File: src/rtl/u8u16_pkg.sv
// Package for the UTF-8 to UTF-16 decoder.
// Holds the decode state and result types and the byte masks.
// No dependencies.
package u8u16_pkg;

  localparam logic [7:0]  ASCII_BIT  = 8'h80;
  localparam logic [7:0]  LEAD2_MASK = 8'h1F;
  localparam logic [7:0]  CONT_MASK  = 8'h3F;
  localparam logic [7:0]  LEAD3_MASK = 8'h0F;
  localparam logic [15:0] UNIT_MAX   = 16'hFFFF;

  typedef struct packed {
    logic [2:0]  bytes_left;
    logic        skipping;
    logic [15:0] partial_value;
    logic [15:0] units_so_far;
  } state_t;

  typedef struct packed {
    logic [15:0] code_unit;
    logic        unit_valid;
    logic        string_done;
    logic [15:0] unit_count;
  } result_t;

endpackage

File: src/rtl/u8u16_if.sv
// Channel interfaces for the UTF-8 to UTF-16 decoder.
// Byte input channel and code unit output channel, valid/ready handshake.
// No dependencies.
interface u8u16_byte_if;
  logic       valid;
  logic       ready;
  logic [7:0] in_byte;
  logic       end_of_string;

  modport source (output valid, output in_byte, output end_of_string, input ready);
  modport sink (input valid, input in_byte, input end_of_string, output ready);
endinterface

interface u8u16_unit_if;
  logic        valid;
  logic        ready;
  logic [15:0] code_unit;
  logic        unit_valid;
  logic        string_done;
  logic [15:0] unit_count;

  modport source (output valid, output code_unit, output unit_valid, output string_done,
                  output unit_count, input ready);
  modport sink (input valid, input code_unit, input unit_valid, input string_done,
                input unit_count, output ready);
endinterface

File: src/rtl/u8u16_decode.sv
// Combinational decode of one byte against the current sequence state.
// Gives the next state, the result and whether a result is produced.
// Depends on u8u16_pkg.
module u8u16_decode (
  input  u8u16_pkg::state_t  st,
  input  logic [7:0]         in_byte,
  input  logic               last,
  output u8u16_pkg::state_t  st_next,
  output u8u16_pkg::result_t res,
  output logic               emit
);
  import u8u16_pkg::*;

  logic        have;
  logic [15:0] unit;
  logic [15:0] units;
  logic [15:0] cont;
  logic [7:0]  lead2_bits;
  logic [7:0]  lead3_bits;

  assign cont       = {8'b0, in_byte & CONT_MASK};
  assign lead2_bits = in_byte & LEAD2_MASK;
  assign lead3_bits = in_byte & LEAD3_MASK;

  always_comb begin
    st_next = st;
    have    = 1'b0;
    unit    = 16'b0;
    if (st.bytes_left != 3'd0) begin
      if (!st.skipping) begin
        case (st.bytes_left)
          3'd2:    st_next.partial_value = st.partial_value | (cont << 6);
          3'd1:    st_next.partial_value = st.partial_value | cont;
          default: st_next.partial_value = st.partial_value;
        endcase
      end
      st_next.bytes_left = st.bytes_left - 3'd1;
      if (st_next.bytes_left == 3'd0) begin
        if (!st.skipping) begin
          have = 1'b1;
          unit = st_next.partial_value;
        end
        st_next.skipping = 1'b0;
      end
    end else if ((in_byte & ASCII_BIT) == 8'b0) begin
      have = 1'b1;
      unit = {8'b0, in_byte};
    end else begin
      case (in_byte) inside
        8'b110?????: begin
          st_next.partial_value = {2'b0, lead2_bits, 6'b0};
          st_next.bytes_left    = 3'd1;
          st_next.skipping      = 1'b0;
        end
        8'b1110????: begin
          st_next.partial_value = {lead3_bits[3:0], 12'b0};
          st_next.bytes_left    = 3'd2;
          st_next.skipping      = 1'b0;
        end
        8'b11110???: begin
          st_next.partial_value = 16'b0;
          st_next.bytes_left    = 3'd3;
          st_next.skipping      = 1'b1;
        end
        8'b111110??: begin
          st_next.partial_value = 16'b0;
          st_next.bytes_left    = 3'd4;
          st_next.skipping      = 1'b1;
        end
        8'b1111110?: begin
          st_next.partial_value = 16'b0;
          st_next.bytes_left    = 3'd5;
          st_next.skipping      = 1'b1;
        end
        8'b11111110: begin
          st_next.partial_value = 16'b0;
          st_next.bytes_left    = 3'd6;
          st_next.skipping      = 1'b1;
        end
        8'b11111111: begin
          st_next.partial_value = 16'b0;
          st_next.bytes_left    = 3'd7;
          st_next.skipping      = 1'b1;
        end
        default: begin
          st_next = st;
        end
      endcase
    end

    // A sequence that is not being skipped and is left open at the end of the string is closed with zero bits.
    if (last && !have && (st_next.bytes_left != 3'd0) && !st_next.skipping) begin
      have = 1'b1;
      unit = st_next.partial_value;
    end

    units = st.units_so_far;
    if (have && (units != UNIT_MAX)) begin
      units = units + 16'd1;
    end
    st_next.units_so_far = units;

    emit            = last || have;
    res.code_unit   = have ? unit : 16'b0;
    res.unit_valid  = have;
    res.string_done = last;
    res.unit_count  = last ? units : 16'b0;

    if (last) begin
      st_next = '0;
    end
  end

endmodule

File: src/rtl/u8u16_out_reg.sv
// Result register for the decoder output channel.
// Holds one result until the downstream side takes the transaction.
// Depends on u8u16_pkg and u8u16_if.
module u8u16_out_reg (
  input  logic                clk,
  input  logic                rst,
  input  logic                advance,
  input  logic                emit,
  input  u8u16_pkg::result_t  res,
  output logic                free,
  u8u16_unit_if.source        units
);
  import u8u16_pkg::*;

  logic    valid;
  result_t held;

  assign free = !valid || units.ready;

  always_ff @(posedge clk) begin
    if (rst) begin
      valid <= 1'b0;
    end else if (advance) begin
      valid <= emit;
    end else if (units.ready) begin
      valid <= 1'b0;
    end
  end

  always_ff @(posedge clk) begin
    if (advance && emit) begin
      held <= res;
    end
  end

  assign units.valid       = valid;
  assign units.code_unit   = held.code_unit;
  assign units.unit_valid  = held.unit_valid;
  assign units.string_done = held.string_done;
  assign units.unit_count  = held.unit_count;

endmodule

File: src/rtl/utf8_to_utf16_decoder.sv
// Top level of the UTF-8 to UTF-16 decoder.
// Input register, sequence state, decode logic and result register.
// Depends on u8u16_pkg, u8u16_if, u8u16_decode and u8u16_out_reg.
//
//   Channel  Direction  Transaction
//   bytes    in         in_byte, end_of_string
//   units    out        code_unit, unit_valid, string_done, unit_count
//
// One byte is accepted every cycle unless units stalls; a byte passes the input register, then the result register.
// The sequence state is updated when the input register hands a byte to the
// result register, so the only loop is decode logic around the state register.
// A stall on units holds the result register and the input register in turn.
// Synchronous reset clears the state, count and both valid flags.
module utf8_to_utf16_decoder (
  input logic          clk,
  input logic          rst,
  u8u16_byte_if.sink   bytes,
  u8u16_unit_if.source units
);
  import u8u16_pkg::*;

  logic       in_valid;
  logic [7:0] in_byte;
  logic       in_last;
  logic       advance;
  logic       free;
  logic       emit;
  state_t     st;
  state_t     st_next;
  result_t    res;

  assign advance     = in_valid && free;
  assign bytes.ready = !in_valid || free;

  always_ff @(posedge clk) begin
    if (rst) begin
      in_valid <= 1'b0;
    end else if (bytes.ready) begin
      in_valid <= bytes.valid;
    end
  end

  always_ff @(posedge clk) begin
    if (bytes.valid && bytes.ready) begin
      in_byte <= bytes.in_byte;
      in_last <= bytes.end_of_string;
    end
  end

  always_ff @(posedge clk) begin
    if (rst) begin
      st <= '0;
    end else if (advance) begin
      st <= st_next;
    end
  end

  u8u16_decode u_decode (
    .st      (st),
    .in_byte (in_byte),
    .last    (in_last),
    .st_next (st_next),
    .res     (res),
    .emit    (emit)
  );

  u8u16_out_reg u_out_reg (
    .clk     (clk),
    .rst     (rst),
    .advance (advance),
    .emit    (emit),
    .res     (res),
    .free    (free),
    .units   (units)
  );

endmodule

File: src/flat_wrapper.sv
// flat-port wrapper written by rule: the top's interface ports become plain ports
module utf8_to_utf16_decoder_flat import u8u16_pkg::*;
  (clk, rst, bytes_valid, bytes_in_byte, bytes_end_of_string, bytes_ready, units_valid, units_code_unit, units_unit_valid, units_string_done, units_unit_count, units_ready);
  u8u16_byte_if bytes_i ();
  u8u16_unit_if units_i ();
  input logic clk;
  input logic rst;
  input wire logic [$bits(bytes_i.valid)-1:0] bytes_valid;
  input wire logic [$bits(bytes_i.in_byte)-1:0] bytes_in_byte;
  input wire logic [$bits(bytes_i.end_of_string)-1:0] bytes_end_of_string;
  output wire logic [$bits(bytes_i.ready)-1:0] bytes_ready;
  output wire logic [$bits(units_i.valid)-1:0] units_valid;
  output wire logic [$bits(units_i.code_unit)-1:0] units_code_unit;
  output wire logic [$bits(units_i.unit_valid)-1:0] units_unit_valid;
  output wire logic [$bits(units_i.string_done)-1:0] units_string_done;
  output wire logic [$bits(units_i.unit_count)-1:0] units_unit_count;
  input wire logic [$bits(units_i.ready)-1:0] units_ready;
  assign bytes_i.valid = bytes_valid;
  assign bytes_i.in_byte = bytes_in_byte;
  assign bytes_i.end_of_string = bytes_end_of_string;
  assign bytes_ready = bytes_i.ready;
  assign units_valid = units_i.valid;
  assign units_code_unit = units_i.code_unit;
  assign units_unit_valid = units_i.unit_valid;
  assign units_string_done = units_i.string_done;
  assign units_unit_count = units_i.unit_count;
  assign units_i.ready = units_ready;
  utf8_to_utf16_decoder u_core (.clk(clk), .rst(rst), .bytes(bytes_i), .units(units_i));
endmodule
File: config.mk
export PLATFORM = sky130hd
export DESIGN_NAME = utf8_to_utf16_decoder_flat
export DESIGN_NICKNAME = d
export VERILOG_FILES = /design/src/rtl/u8u16_pkg.sv /design/src/rtl/u8u16_if.sv /design/src/rtl/u8u16_decode.sv /design/src/rtl/u8u16_out_reg.sv /design/src/rtl/utf8_to_utf16_decoder.sv /design/src/flat_wrapper.sv
export SDC_FILE = /design/constraint.sdc
export NUM_CORES = 1
export LEC_CHECK = 0
export ABC_AREA = 0
export BUFFER_PORTS_ARGS = -buffer_cell sky130_fd_sc_hd__buf_2
export CORE_UTILIZATION = 46
export CTS_CLUSTER_DIAMETER = 60
export DETAILED_ROUTE_END_ITERATION = 12
export GPL_ROUTABILITY_DRIVEN = 0
export PLACE_DENSITY = 0.66
export SYNTH_ARGS = -nofsm -noshare
export SYNTH_HDL_FRONTEND = slang
export SYNTH_SLANG_ARGS = --single-unit
File: constraint.sdc
create_clock -name clk -period 5.2 [get_ports clk]
set_clock_uncertainty 0.15 [all_clocks]
set_input_delay 0.78 -clock clk [delete_from_list [all_inputs] [get_ports clk]]
set_output_delay 0.78 -clock clk [all_outputs]
set_load 0.01 [all_outputs]
==> results.toml, run 1 <==
[floorplanning]
rows = 33
die_w_um = 95.06
die_area_sq_um = 9036
fp.dieH_um = 95.06
start_util_pct = 48.00
coreArea_sq_um = 8299
io_pins = 49

[synthesis]
synth_top_area_share_pct = 32.41
synth.most_common_cell = "nor2_1"
ys.flop_type = "edfxtp_1"
seq_area_frac_synth_pct = 51.51
yosysUniqueCellTypes = 56
synth_seq_cells = 81
synth_area_leaders = "edfxtp_1 (32%), dfxtp_1 (19%), nor2_1 (4.9%), a21oi_1 (4.8%), nand2_1 (2.5%)"
avgSynthCellArea_sq_um = 9.646
synth_edf_count = 43
async_reset_ff_share_pct = 0
synth_nets = 432
synth-warning-count = 0
synth_area_sq_um = 3984
synth_area_leader_cell = "edfxtp_1"
synth_cells = 413
synth_common_cells = "nor2_1 (52), edfxtp_1 (43), a21oi_1 (38), dfxtp_1 (38), nand2_1 (27)"

[route]
drt-initial-drc-count = 174
final_antenna_net_count = 0
vias = 3226
drt_wl_total_um = 8799
avgRoutedWirePerCell_um = 15.88
firstDrtPassIters = 5
viasPerCell = 5.823
drc = 0

[global_routing]
grt_max_degree = 30
grt_usage_pct = 20.59
grt_pass1_vias = 2893
grt_antenna_before_repair = 0
grt_pass1_wl_um = 14230
gr-total-overflow = 0

[critical_path]
crit_path_cell_trace = "inv_1 > ha_1 > nand2b_1 > nor2_1 > a221o_1 > a31oi_2 > nand2b_1 > o21ai_1 > a22o_1"
worstSetupEndpointType = "flop"
r2r_cells = 9
cp.required_ns = 5.16
critPathTopFamily = "simple AND/OR/NAND/NOR gates"
critical_path_class = "flop to flop"
timing.rr.end = "u_core.u_out_reg.units.code_unit[14]"
rr_startpoint = "u_core.st[33]"
cp_slowest_cell = "nor2_1"
start_kind = "flop"
critPathBufInv = 1
crit_path_frequent_cell = "nand2b_1"
path_max_fanout = 15
cp_slowest_stage_delay_ns = 0.75
arrival_ns = 4.00
r2r_slack_ns = 1.16
startpoint = "u_core.st[33]"

[timing]
fin_crit_sh_pct = 77.69
worst_pin_slew_ns = 0.9155
rsz0062_at_grt = "false"
setup-violations-final = 0
hold_viol = 0
max_freq_ghz = 0.2475
finalMaxSlewViolations = 0
period_minus_slack_ns = 4.040
relSlewSlack_pct = 38.83
tns_ns = 0

[hold_path]
hp-class = "flop to flop"
holdPathEnd = "u_core.st[27]"
min_path_cells = 2
holdCritStartpoint = "u_core.st[27]"

[placed_design]
post_dp_cell_area_sq_um = 4224
portBuffers = 48
dpl.hpwl_um = 5830

[power]
p_total_mw = 1.298
p_per_area_nw_per_um2 = 292.6
p_leak_nw = 1.602
vdd_ir_drop_max_uv = 146.9

[cts]
post_cts_buffers = 0
cts_hold_buf = 0
htree_levels = 3
cts_tree = "yes"
path_clk_slew_ns = 0.08
clock-sinks = 81
clockRootBuffer = "clkbuf_8"
cts_buffers = 9
clk_latency_ns = 0.36
clockBufferDepth = 2
cts_resized = 0

[finish]
fin_area_sq_um = 4436
drive_gt1_share_pct = 16.70
area_growth_syn_to_layout_pct = 11.34
nets = 463
num_antenna_cells = 0

[flow_run]
drv_cap = 0

[outcome]
status = "finished, final reports clean"
[cell usage in the layout (no fill, tap or decap), types with 2 or more instances in the layout]
cell and count:
nand3_1 18, a221o_1 5, a22oi_1 12, xnor2_1 2, nor3_1 15, or4_1 5
nor4_1 2, a221oi_1 3, nand4_1 4, nor3b_1 2, nor2_1 52, or3_1 8
xor2_1 7, and2_1 5, edfxtp_1 43, a31oi_1 4, inv_1 12, or2_2 3
and4_1 3, o21ai_0 19, o21ai_1 2, buf_2 48, dfxtp_1 38, a2bb2oi_1 2
ha_1 6, nand2_1 27, nand2b_1 3, o311ai_0 3, o211ai_1 6, clkinv_2 3
bufinv_16 2, a21o_1 2, a22o_1 5, a21oi_1 38, o22ai_1 7, o2111ai_1 2
clkbuf_8 9, buf_4 2
[area by class of cell]
class | count | area, sq um
Clock inverter | 6 | 83.83
Sequential cell | 81 | 2052
Tap cell | 105 | 131.4
Timing Repair Buffer | 50 | 255.2
Inverter | 12 | 45.04
Multi-Input combinational cell | 290 | 1740
Clock buffer | 10 | 127.6
Fill cell | 742 | 3864
[cell families (layout without fill, tap and decap cells)]
logic type	after synthesis	in the layout	share of synthesized area, %
mux	1	1	0.2513
buf+inv	42	78	4.805
fa+ha+maj	6	6	1.884
compound gates	120	120	20.10
xor+xnor	9	9	1.979
simple gates	154	154	19.47
flops	81	81	51.51
[sequential cells by signal, indices dropped and copies added, names as in the netlist]
signal                              cells
u_core.in_byte                          8
u_core.in_last                          1
u_core.in_valid                         1
u_core.st                              36
u_core.u_out_reg.units.code_unit       16
u_core.u_out_reg.units.string_done      1
u_core.u_out_reg.units.unit_count      16
u_core.u_out_reg.units.unit_valid       1
u_core.u_out_reg.units.valid            1
[through the flow]
| step | utilization, % | instances | setup WS (ns) | hold slack (ns) |
|---|---|---|---|---|
| floorplan | - | 413 | 2.225 | 0.2744 |
| global placement | 50.90 | 538 | 1.456 | 0.3248 |
| detailed placement | 50.90 | 538 | 1.274 | 0.3465 |
| CTS | 53.44 | 554 | 1.289 | 0.3646 |
| global route | 53.44 | 554 | 0.8486 | 0.3991 |
| finish | 53.44 | 554 | 1.160 | 0.3678 |
[tightest hold or removal path: stages (launching register included)]
cell and delay (ns):
dfxtp_1 0.34, a21oi_1 0.07, nor2_1 0.08
[layer usage]
metal,track usage [%],up-vias,share of wire [%]
met4,5.303,0,1.1
met2,31.90,106,44
li1,-,1593,-
met5,0,-,0
met1,29.10,1517,49
met3,4.545,10,6.0
[power by group]
part	internal (mW)	switching, mW
sequential	0.689	0.0148
clock	0.269	0.226
combinational	0.0313	0.0676
[worst max path at each step]
stage / endpoint / slack [ns] / cells after the start
finish: u_core.u_out_reg.units.code_unit[14] / 1.16 / 9
global route: u_core.u_out_reg.units.unit_count[10] / 0.85 / 9
CTS: u_core.u_out_reg.units.code_unit[14] / 1.29 / 9
detailed placement: u_core.u_out_reg.units.code_unit[14] / 1.27 / 9
global placement: u_core.u_out_reg.units.code_unit[15] / 1.46 / 9
floorplan: u_core.u_out_reg.units.code_unit[0] / 2.23 / 9
Power figures use the tool's default switching activity.
==> run 2, diff against run 1 <==
PLACE_DENSITY = 0.68   (was 0.66)
clock period = 3.7 ns   (was 5.2 ns; I/O delays follow)
==> run 2 against run 1 <==
  * Global-route usage up 0.26 points
  * Critical path type unchanged
  * Sequential cell count unchanged
  * Sequential share of layout area down 0.065 points
  * Routed wire length up 0.31%
  * Largest cell class unchanged
  * Clock power up 15%
  * Cell area up 0.14%
  * Non-clock buffer count up 6
  * Register-to-register slack worse by 0.79 ns
  * Utilization up 0.075 points
  * Hold slack worse by 0.15 ns
  * Setup slack worse by 0.79 ns
  * Highest routed layer unchanged
==> results.toml, run 2 (same netlist as run 1, synthesis figures left out) <==
[timing]
hold_viol = 0
whs_ns = 0.2199
finalMaxSlewViolations = 0
relSlewSlack_pct = 37.04
fin_crit_sh_pct = 90.04
period_minus_slack_ns = 3.332
setup-violations-final = 0
worst_pin_slew_ns = 0.9381
rsz0062_at_grt = "false"
setup_slack_ns = 0.3684
tns_ns = 0
max_freq_ghz = 0.3002

[route]
firstDrtPassIters = 5
drt_wl_total_um = 8826
drt-initial-drc-count = 271
vias = 3350
viasPerCell = 5.982
final_antenna_net_count = 0
drc = 0
avgRoutedWirePerCell_um = 15.76

[finish]
drive_gt1_share_pct = 17.58
fin_area_sq_um = 4442
area_growth_syn_to_layout_pct = 11.49
nets = 469
fin_util_pct = 53.52
num_antenna_cells = 0
final_common_cell = "nor2_1"
final_cell_mix = "nor2_1 (52), buf_2 (48), edfxtp_1 (43)"
top_register = "u_core.st"
instances_no_fill = 560
largest_reg_flops = 36
fillers = 765

[global_routing]
grt_usage_pct = 20.85
grt_max_degree = 30
grt_antenna_before_repair = 0
grt_pass1_wl_um = 14410
grt_pass1_vias = 2957
gr-total-overflow = 0

[critical_path]
worstSetupEndpointType = "flop"
cp.required_ns = 3.64
path_max_fanout = 15
cp_slowest_stage_delay_ns = 0.76
critPathTopFamily = "compound AO/OA/AOI/OAI gates"
timing.rr.end = "u_core.u_out_reg.units.unit_count[6]"
critical_path_class = "flop to flop"
crit_path_cell_trace = "inv_1 > ha_1 > nand2b_1 > nor2_1 > a221oi_1 > a31oi_2 > o21ai_1 > or3_1 > a21oi_1"
rr_startpoint = "u_core.st[33]"
arrival_ns = 3.27
start_kind = "flop"
startpoint = "u_core.st[33]"
r2r_slack_ns = 0.37
r2r_cells = 9
cp_slowest_cell = "o21ai_1"
critPathBufInv = 1

[hold_path]
min_path_cells = 1
hp-class = "input pin to flop"
holdCritStartpoint = "bytes_in_byte[2]"
holdPathEnd = "u_core.in_byte[2]"

[floorplanning]
fp.dieH_um = 95.06
coreArea_sq_um = 8299
io_pins = 49
start_util_pct = 48.00
die_w_um = 95.06
rows = 33
die_area_sq_um = 9036

[power]
vdd_ir_drop_max_uv = 212.3
p_total_mw = 1.705
p_per_area_nw_per_um2 = 383.8
p_leak_nw = 1.601

[cts]
post_cts_buffers = 0
clockBufferDepth = 2
htree_levels = 3
cts_resized = 0
path_clk_slew_ns = 0.08
clk_latency_ns = 0.36
cts_hold_buf = 0
clockRootBuffer = "clkbuf_8"
cts_buffers = 9
clock-sinks = 81
cts_tree = "yes"

[outcome]
status = "finished, final reports clean"

[flow_run]
drv_cap = 0

[placed_design]
pre_cts_slack_ns = 0.4321
post_dp_cell_area_sq_um = 4269
dpl.hpwl_um = 5907
portBuffers = 48
place_inst = 544
run 2: changes by cell type in the layout (fill, tap and decap cells not counted), sizes merged:
cell	delta
buf	+6
bufinv	-2
clkinvlp	+3
clkinv	-2
clkbuf	+1
run 2: where the power goes:
| group | switching (mW) | leakage [nW] | total (mW) | internal (mW) |
|---|---|---|---|---|
| sequential | 0.0207 | 0.734 | 0.989 | 0.968 |
| clock | 0.311 | 0.0790 | 0.570 | 0.258 |
| combinational | 0.0968 | 0.788 | 0.146 | 0.0489 |
run 2: worst max path at each step:
stage	slack, ns	end	cells after the start
after floorplan	0.73	u_core.u_out_reg.units.code_unit[0]	9
after global placement	0.57	u_core.u_out_reg.units.unit_count[6]	9
after detailed placement	0.43	u_core.u_out_reg.units.unit_count[6]	9
after CTS	0.42	u_core.u_out_reg.units.unit_count[6]	9
after global routing	0.18	u_core.u_out_reg.units.unit_count[10]	9
final	0.37	u_core.u_out_reg.units.unit_count[6]	9
run 2: worst register-to-register path: stages (launching register included):
cell,delay [ns]
dfxtp_1,0.41
inv_1,0.12
ha_1,0.35
nand2b_1,0.31
nor2_1,0.11
a221oi_1,0.40
a31oi_2,0.19
o21ai_1,0.76
or3_1,0.21
a21oi_1,0.06
run 2: layer usage:
layer | vias up | wire (um) | track usage (%)
li1 | 1605 | - | -
met1 | 1596 | 4171 | 29.56
met2 | 136 | 3903 | 31.61
met3 | 13 | 632 | 3.190
met4 | 0 | 118 | 8.838
met5 | - | 0 | 0
run 2: cell type report:
class	instances	area (sq um)	area share [%]
Clock buffer	11	141.4	3.183
Clock inverter	5	31.28	0.7042
Inverter	12	45.04	1.014
Multi-Input combinational cell	290	1740	39.18
Sequential cell	81	2052	46.20
Tap cell	105	131.4	2.958
Timing Repair Buffer	56	300.3	6.761
==> run 3, diff against run 2 <==
CELL_PAD_IN_SITES_DETAIL_PLACEMENT = 0   (was not set)
CELL_PAD_IN_SITES_GLOBAL_PLACEMENT = 2   (was not set)
CORE_UTILIZATION = 33   (was 46)
PLACE_DENSITY = not set   (was 0.68)
PLACE_DENSITY_LB_ADDON = 0.1   (was not set)
==> run 3 against run 2 <==
  * The flow now finishes with violations (DRC)
  * Via count shrank 1.7%
  * Routed wire length grew 17%
  * Sequential power about the same
  * Register-to-register slack barely moved
  * Combinational power is 8% higher
  * Hold slack gained 0.019 ns
  * Sequential share of layout area is 2.1 points lower
  * First-iteration DRC count fell by 14%
  * Critical path depth grew 1
  * Setup slack better by 0.0096 ns
  * Total power rose by 19%
  * Global-route usage decreased by 3.8 points
  * Critical path type unchanged
==> results.toml, run 3 (same netlist as run 1, synthesis figures left out) <==
[critical_path]
r2r_slack_ns = 0.38
rr_startpoint = "u_core.st[33]"
r2r_cells = 10
cp_slowest_cell = "a221oi_1"
critical_path_class = "flop to flop"
arrival_ns = 3.26
worstSetupEndpointType = "flop"
crit_path_frequent_cell = "nand2b_1"
start_kind = "flop"
crit_path_cell_trace = "inv_1 > ha_1 > nand2b_1 > nor2_1 > a221oi_1 > a31oi_4 > nand2b_1 > buf_4 > o21ai_1 > a22o_1"
timing.rr.end = "u_core.u_out_reg.units.code_unit[13]"
cp.required_ns = 3.64
cp_slowest_stage_delay_ns = 0.53
critPathBufInv = 2
cp.depth = 10
path_max_fanout = 15
critPathTopFamily = "compound AO/OA/AOI/OAI gates"

[finish]
drive_gt1_share_pct = 18.48
top_register = "u_core.st"
fin_util_pct = 40.06
largest_reg_flops = 36
area_growth_syn_to_layout_pct = 16.77
num_antenna_cells = 0
final_common_cell = "nor2_1"
nets = 474
final_cell_mix = "nor2_1 (52), buf_2 (48), edfxtp_1 (43)"

[outcome]
failed_checks = "DRC"
status = "finished, violations left"

[hold_path]
hp-class = "input pin to flop"
holdCritStartpoint = "bytes_in_byte[4]"
min_path_cells = 1
holdPathEnd = "u_core.in_byte[4]"

[timing]
fin_crit_sh_pct = 89.78
finalMaxSlewViolations = 0
period_minus_slack_ns = 3.322
max_freq_ghz = 0.3010
setup-violations-final = 0
relSlewSlack_pct = 37.71
rsz0062_at_grt = "false"
hold_viol = 0
whs_ns = 0.2386
tns_ns = 0
worst_pin_slew_ns = 0.9309

[floorplanning]
die_w_um = 111.9
fp.dieH_um = 111.9
coreArea_sq_um = 11610
io_pins = 49
start_util_pct = 34.30
rows = 39
die_area_sq_um = 12520

[global_routing]
gr-total-overflow = 0
grt_max_degree = 29
grt_antenna_before_repair = 0
grt_pass1_wl_um = 16330
grt_pass1_vias = 2994
grt_usage_pct = 17.07

[cts]
clock-sinks = 81
cts_tree = "yes"
cts_hold_buf = 0
clockBufferDepth = 2
cts_buffers = 9
htree_levels = 3
path_clk_slew_ns = 0.06
clk_latency_ns = 0.34
clockRootBuffer = "clkbuf_16"

[power]
sequentialPowerShare_pct = 48.9
switchingPower_mw = 0.4833
power_frac_clock_pct = 43.3
p_leak_nw = 1.685
p_per_area_nw_per_um2 = 435.1
switching_share_pct = 23.88
p_int_mw = 1.541
comb_power_share_pct = 7.8
vdd_ir_drop_max_uv = 197.9

[route]
vias = 3292
drt_wl_total_um = 10340
avgRoutedWirePerCell_um = 17.15
final_antenna_net_count = 0
viasPerCell = 5.459
drc = 4
drt-initial-drc-count = 232
firstDrtPassIters = 10

[placed_design]
dpl.hpwl_um = 6763
portBuffers = 48

[flow_run]
drv_cap = 0
run 3: worst register-to-register path, delay by kind of cell, from the launching register on:
kind                       cells  cell delay, ns
AOI/OAI and AO/OA              4            1.26
DFF                            1            0.39
and+or+nand+nor                3            0.60
adders and majority gates      1            0.35
buffers and inverters          2            0.33
run 3: cell type report:
type / instances / area, sq um
fillers: 1159 / 6962
flip-flops and latches: 81 / 2052
multi-input cells: 290 / 1749
repair buffers: 61 / 337.8
clock buffers: 10 / 229.0
well taps: 143 / 178.9
clock inverters: 6 / 60.06
inverters: 12 / 45.04
run 3: stage by stage:
stage	power [mW]	worst slack (ns)	std cells	area, sq um
global placement	1.165	0.4386	587	4354
finish	2.024	0.3780	603	4652
CTS	2.045	0.3026	603	4643
detailed placement	1.166	0.3148	587	4354
global route	2.096	0.08593	603	4652
floorplan	1.107	0.7250	413	3984
run 3: worst max path at each step:
stage	to	slack [ns]	start
floorplan	u_core.u_out_reg.units.code_unit[0]	0.73	u_core.st[33]
global placement	u_core.u_out_reg.units.code_unit[14]	0.44	u_core.st[33]
detailed placement	u_core.u_out_reg.units.code_unit[13]	0.31	u_core.st[33]
CTS	u_core.u_out_reg.units.code_unit[13]	0.30	u_core.st[33]
global route	u_core.u_out_reg.units.code_unit[13]	0.09	u_core.st[33]
finish	u_core.u_out_reg.units.code_unit[13]	0.38	u_core.st[33]
run 3: timing repair:
action | 4_1_cts | 5_1_grt
endpoints found under the setup margin | 0 | 2
endpoints found under the hold margin | 0 | 0
buffers inserted | 0 | 0
gates resized for setup | 0 | 1
run 3: power groups by stage:
stage | clock, mW | sequential (mW) | combinational [mW]
2_1_floorplan | 0 | 1.00 | 0.104
3_3_place_gp | 0 | 1.01 | 0.156
3_5_place_dp | 0 | 1.01 | 0.157
4_1_cts | 0.898 | 0.990 | 0.157
5_1_grt | 0.931 | 0.992 | 0.173
6_report | 0.876 | 0.990 | 0.157
run 3: routing by layer:
| metal | part of all wire, % | track usage (%) | vias up |
|---|---|---|---|
| li1 | - | - | 1628 |
| met1 | 50 | 25.55 | 1570 |
| met2 | 43 | 24.06 | 85 |
| met3 | 5.3 | 2.395 | 9 |
| met4 | 1.8 | 7.838 | 0 |
| met5 | 0 | 0 | - |
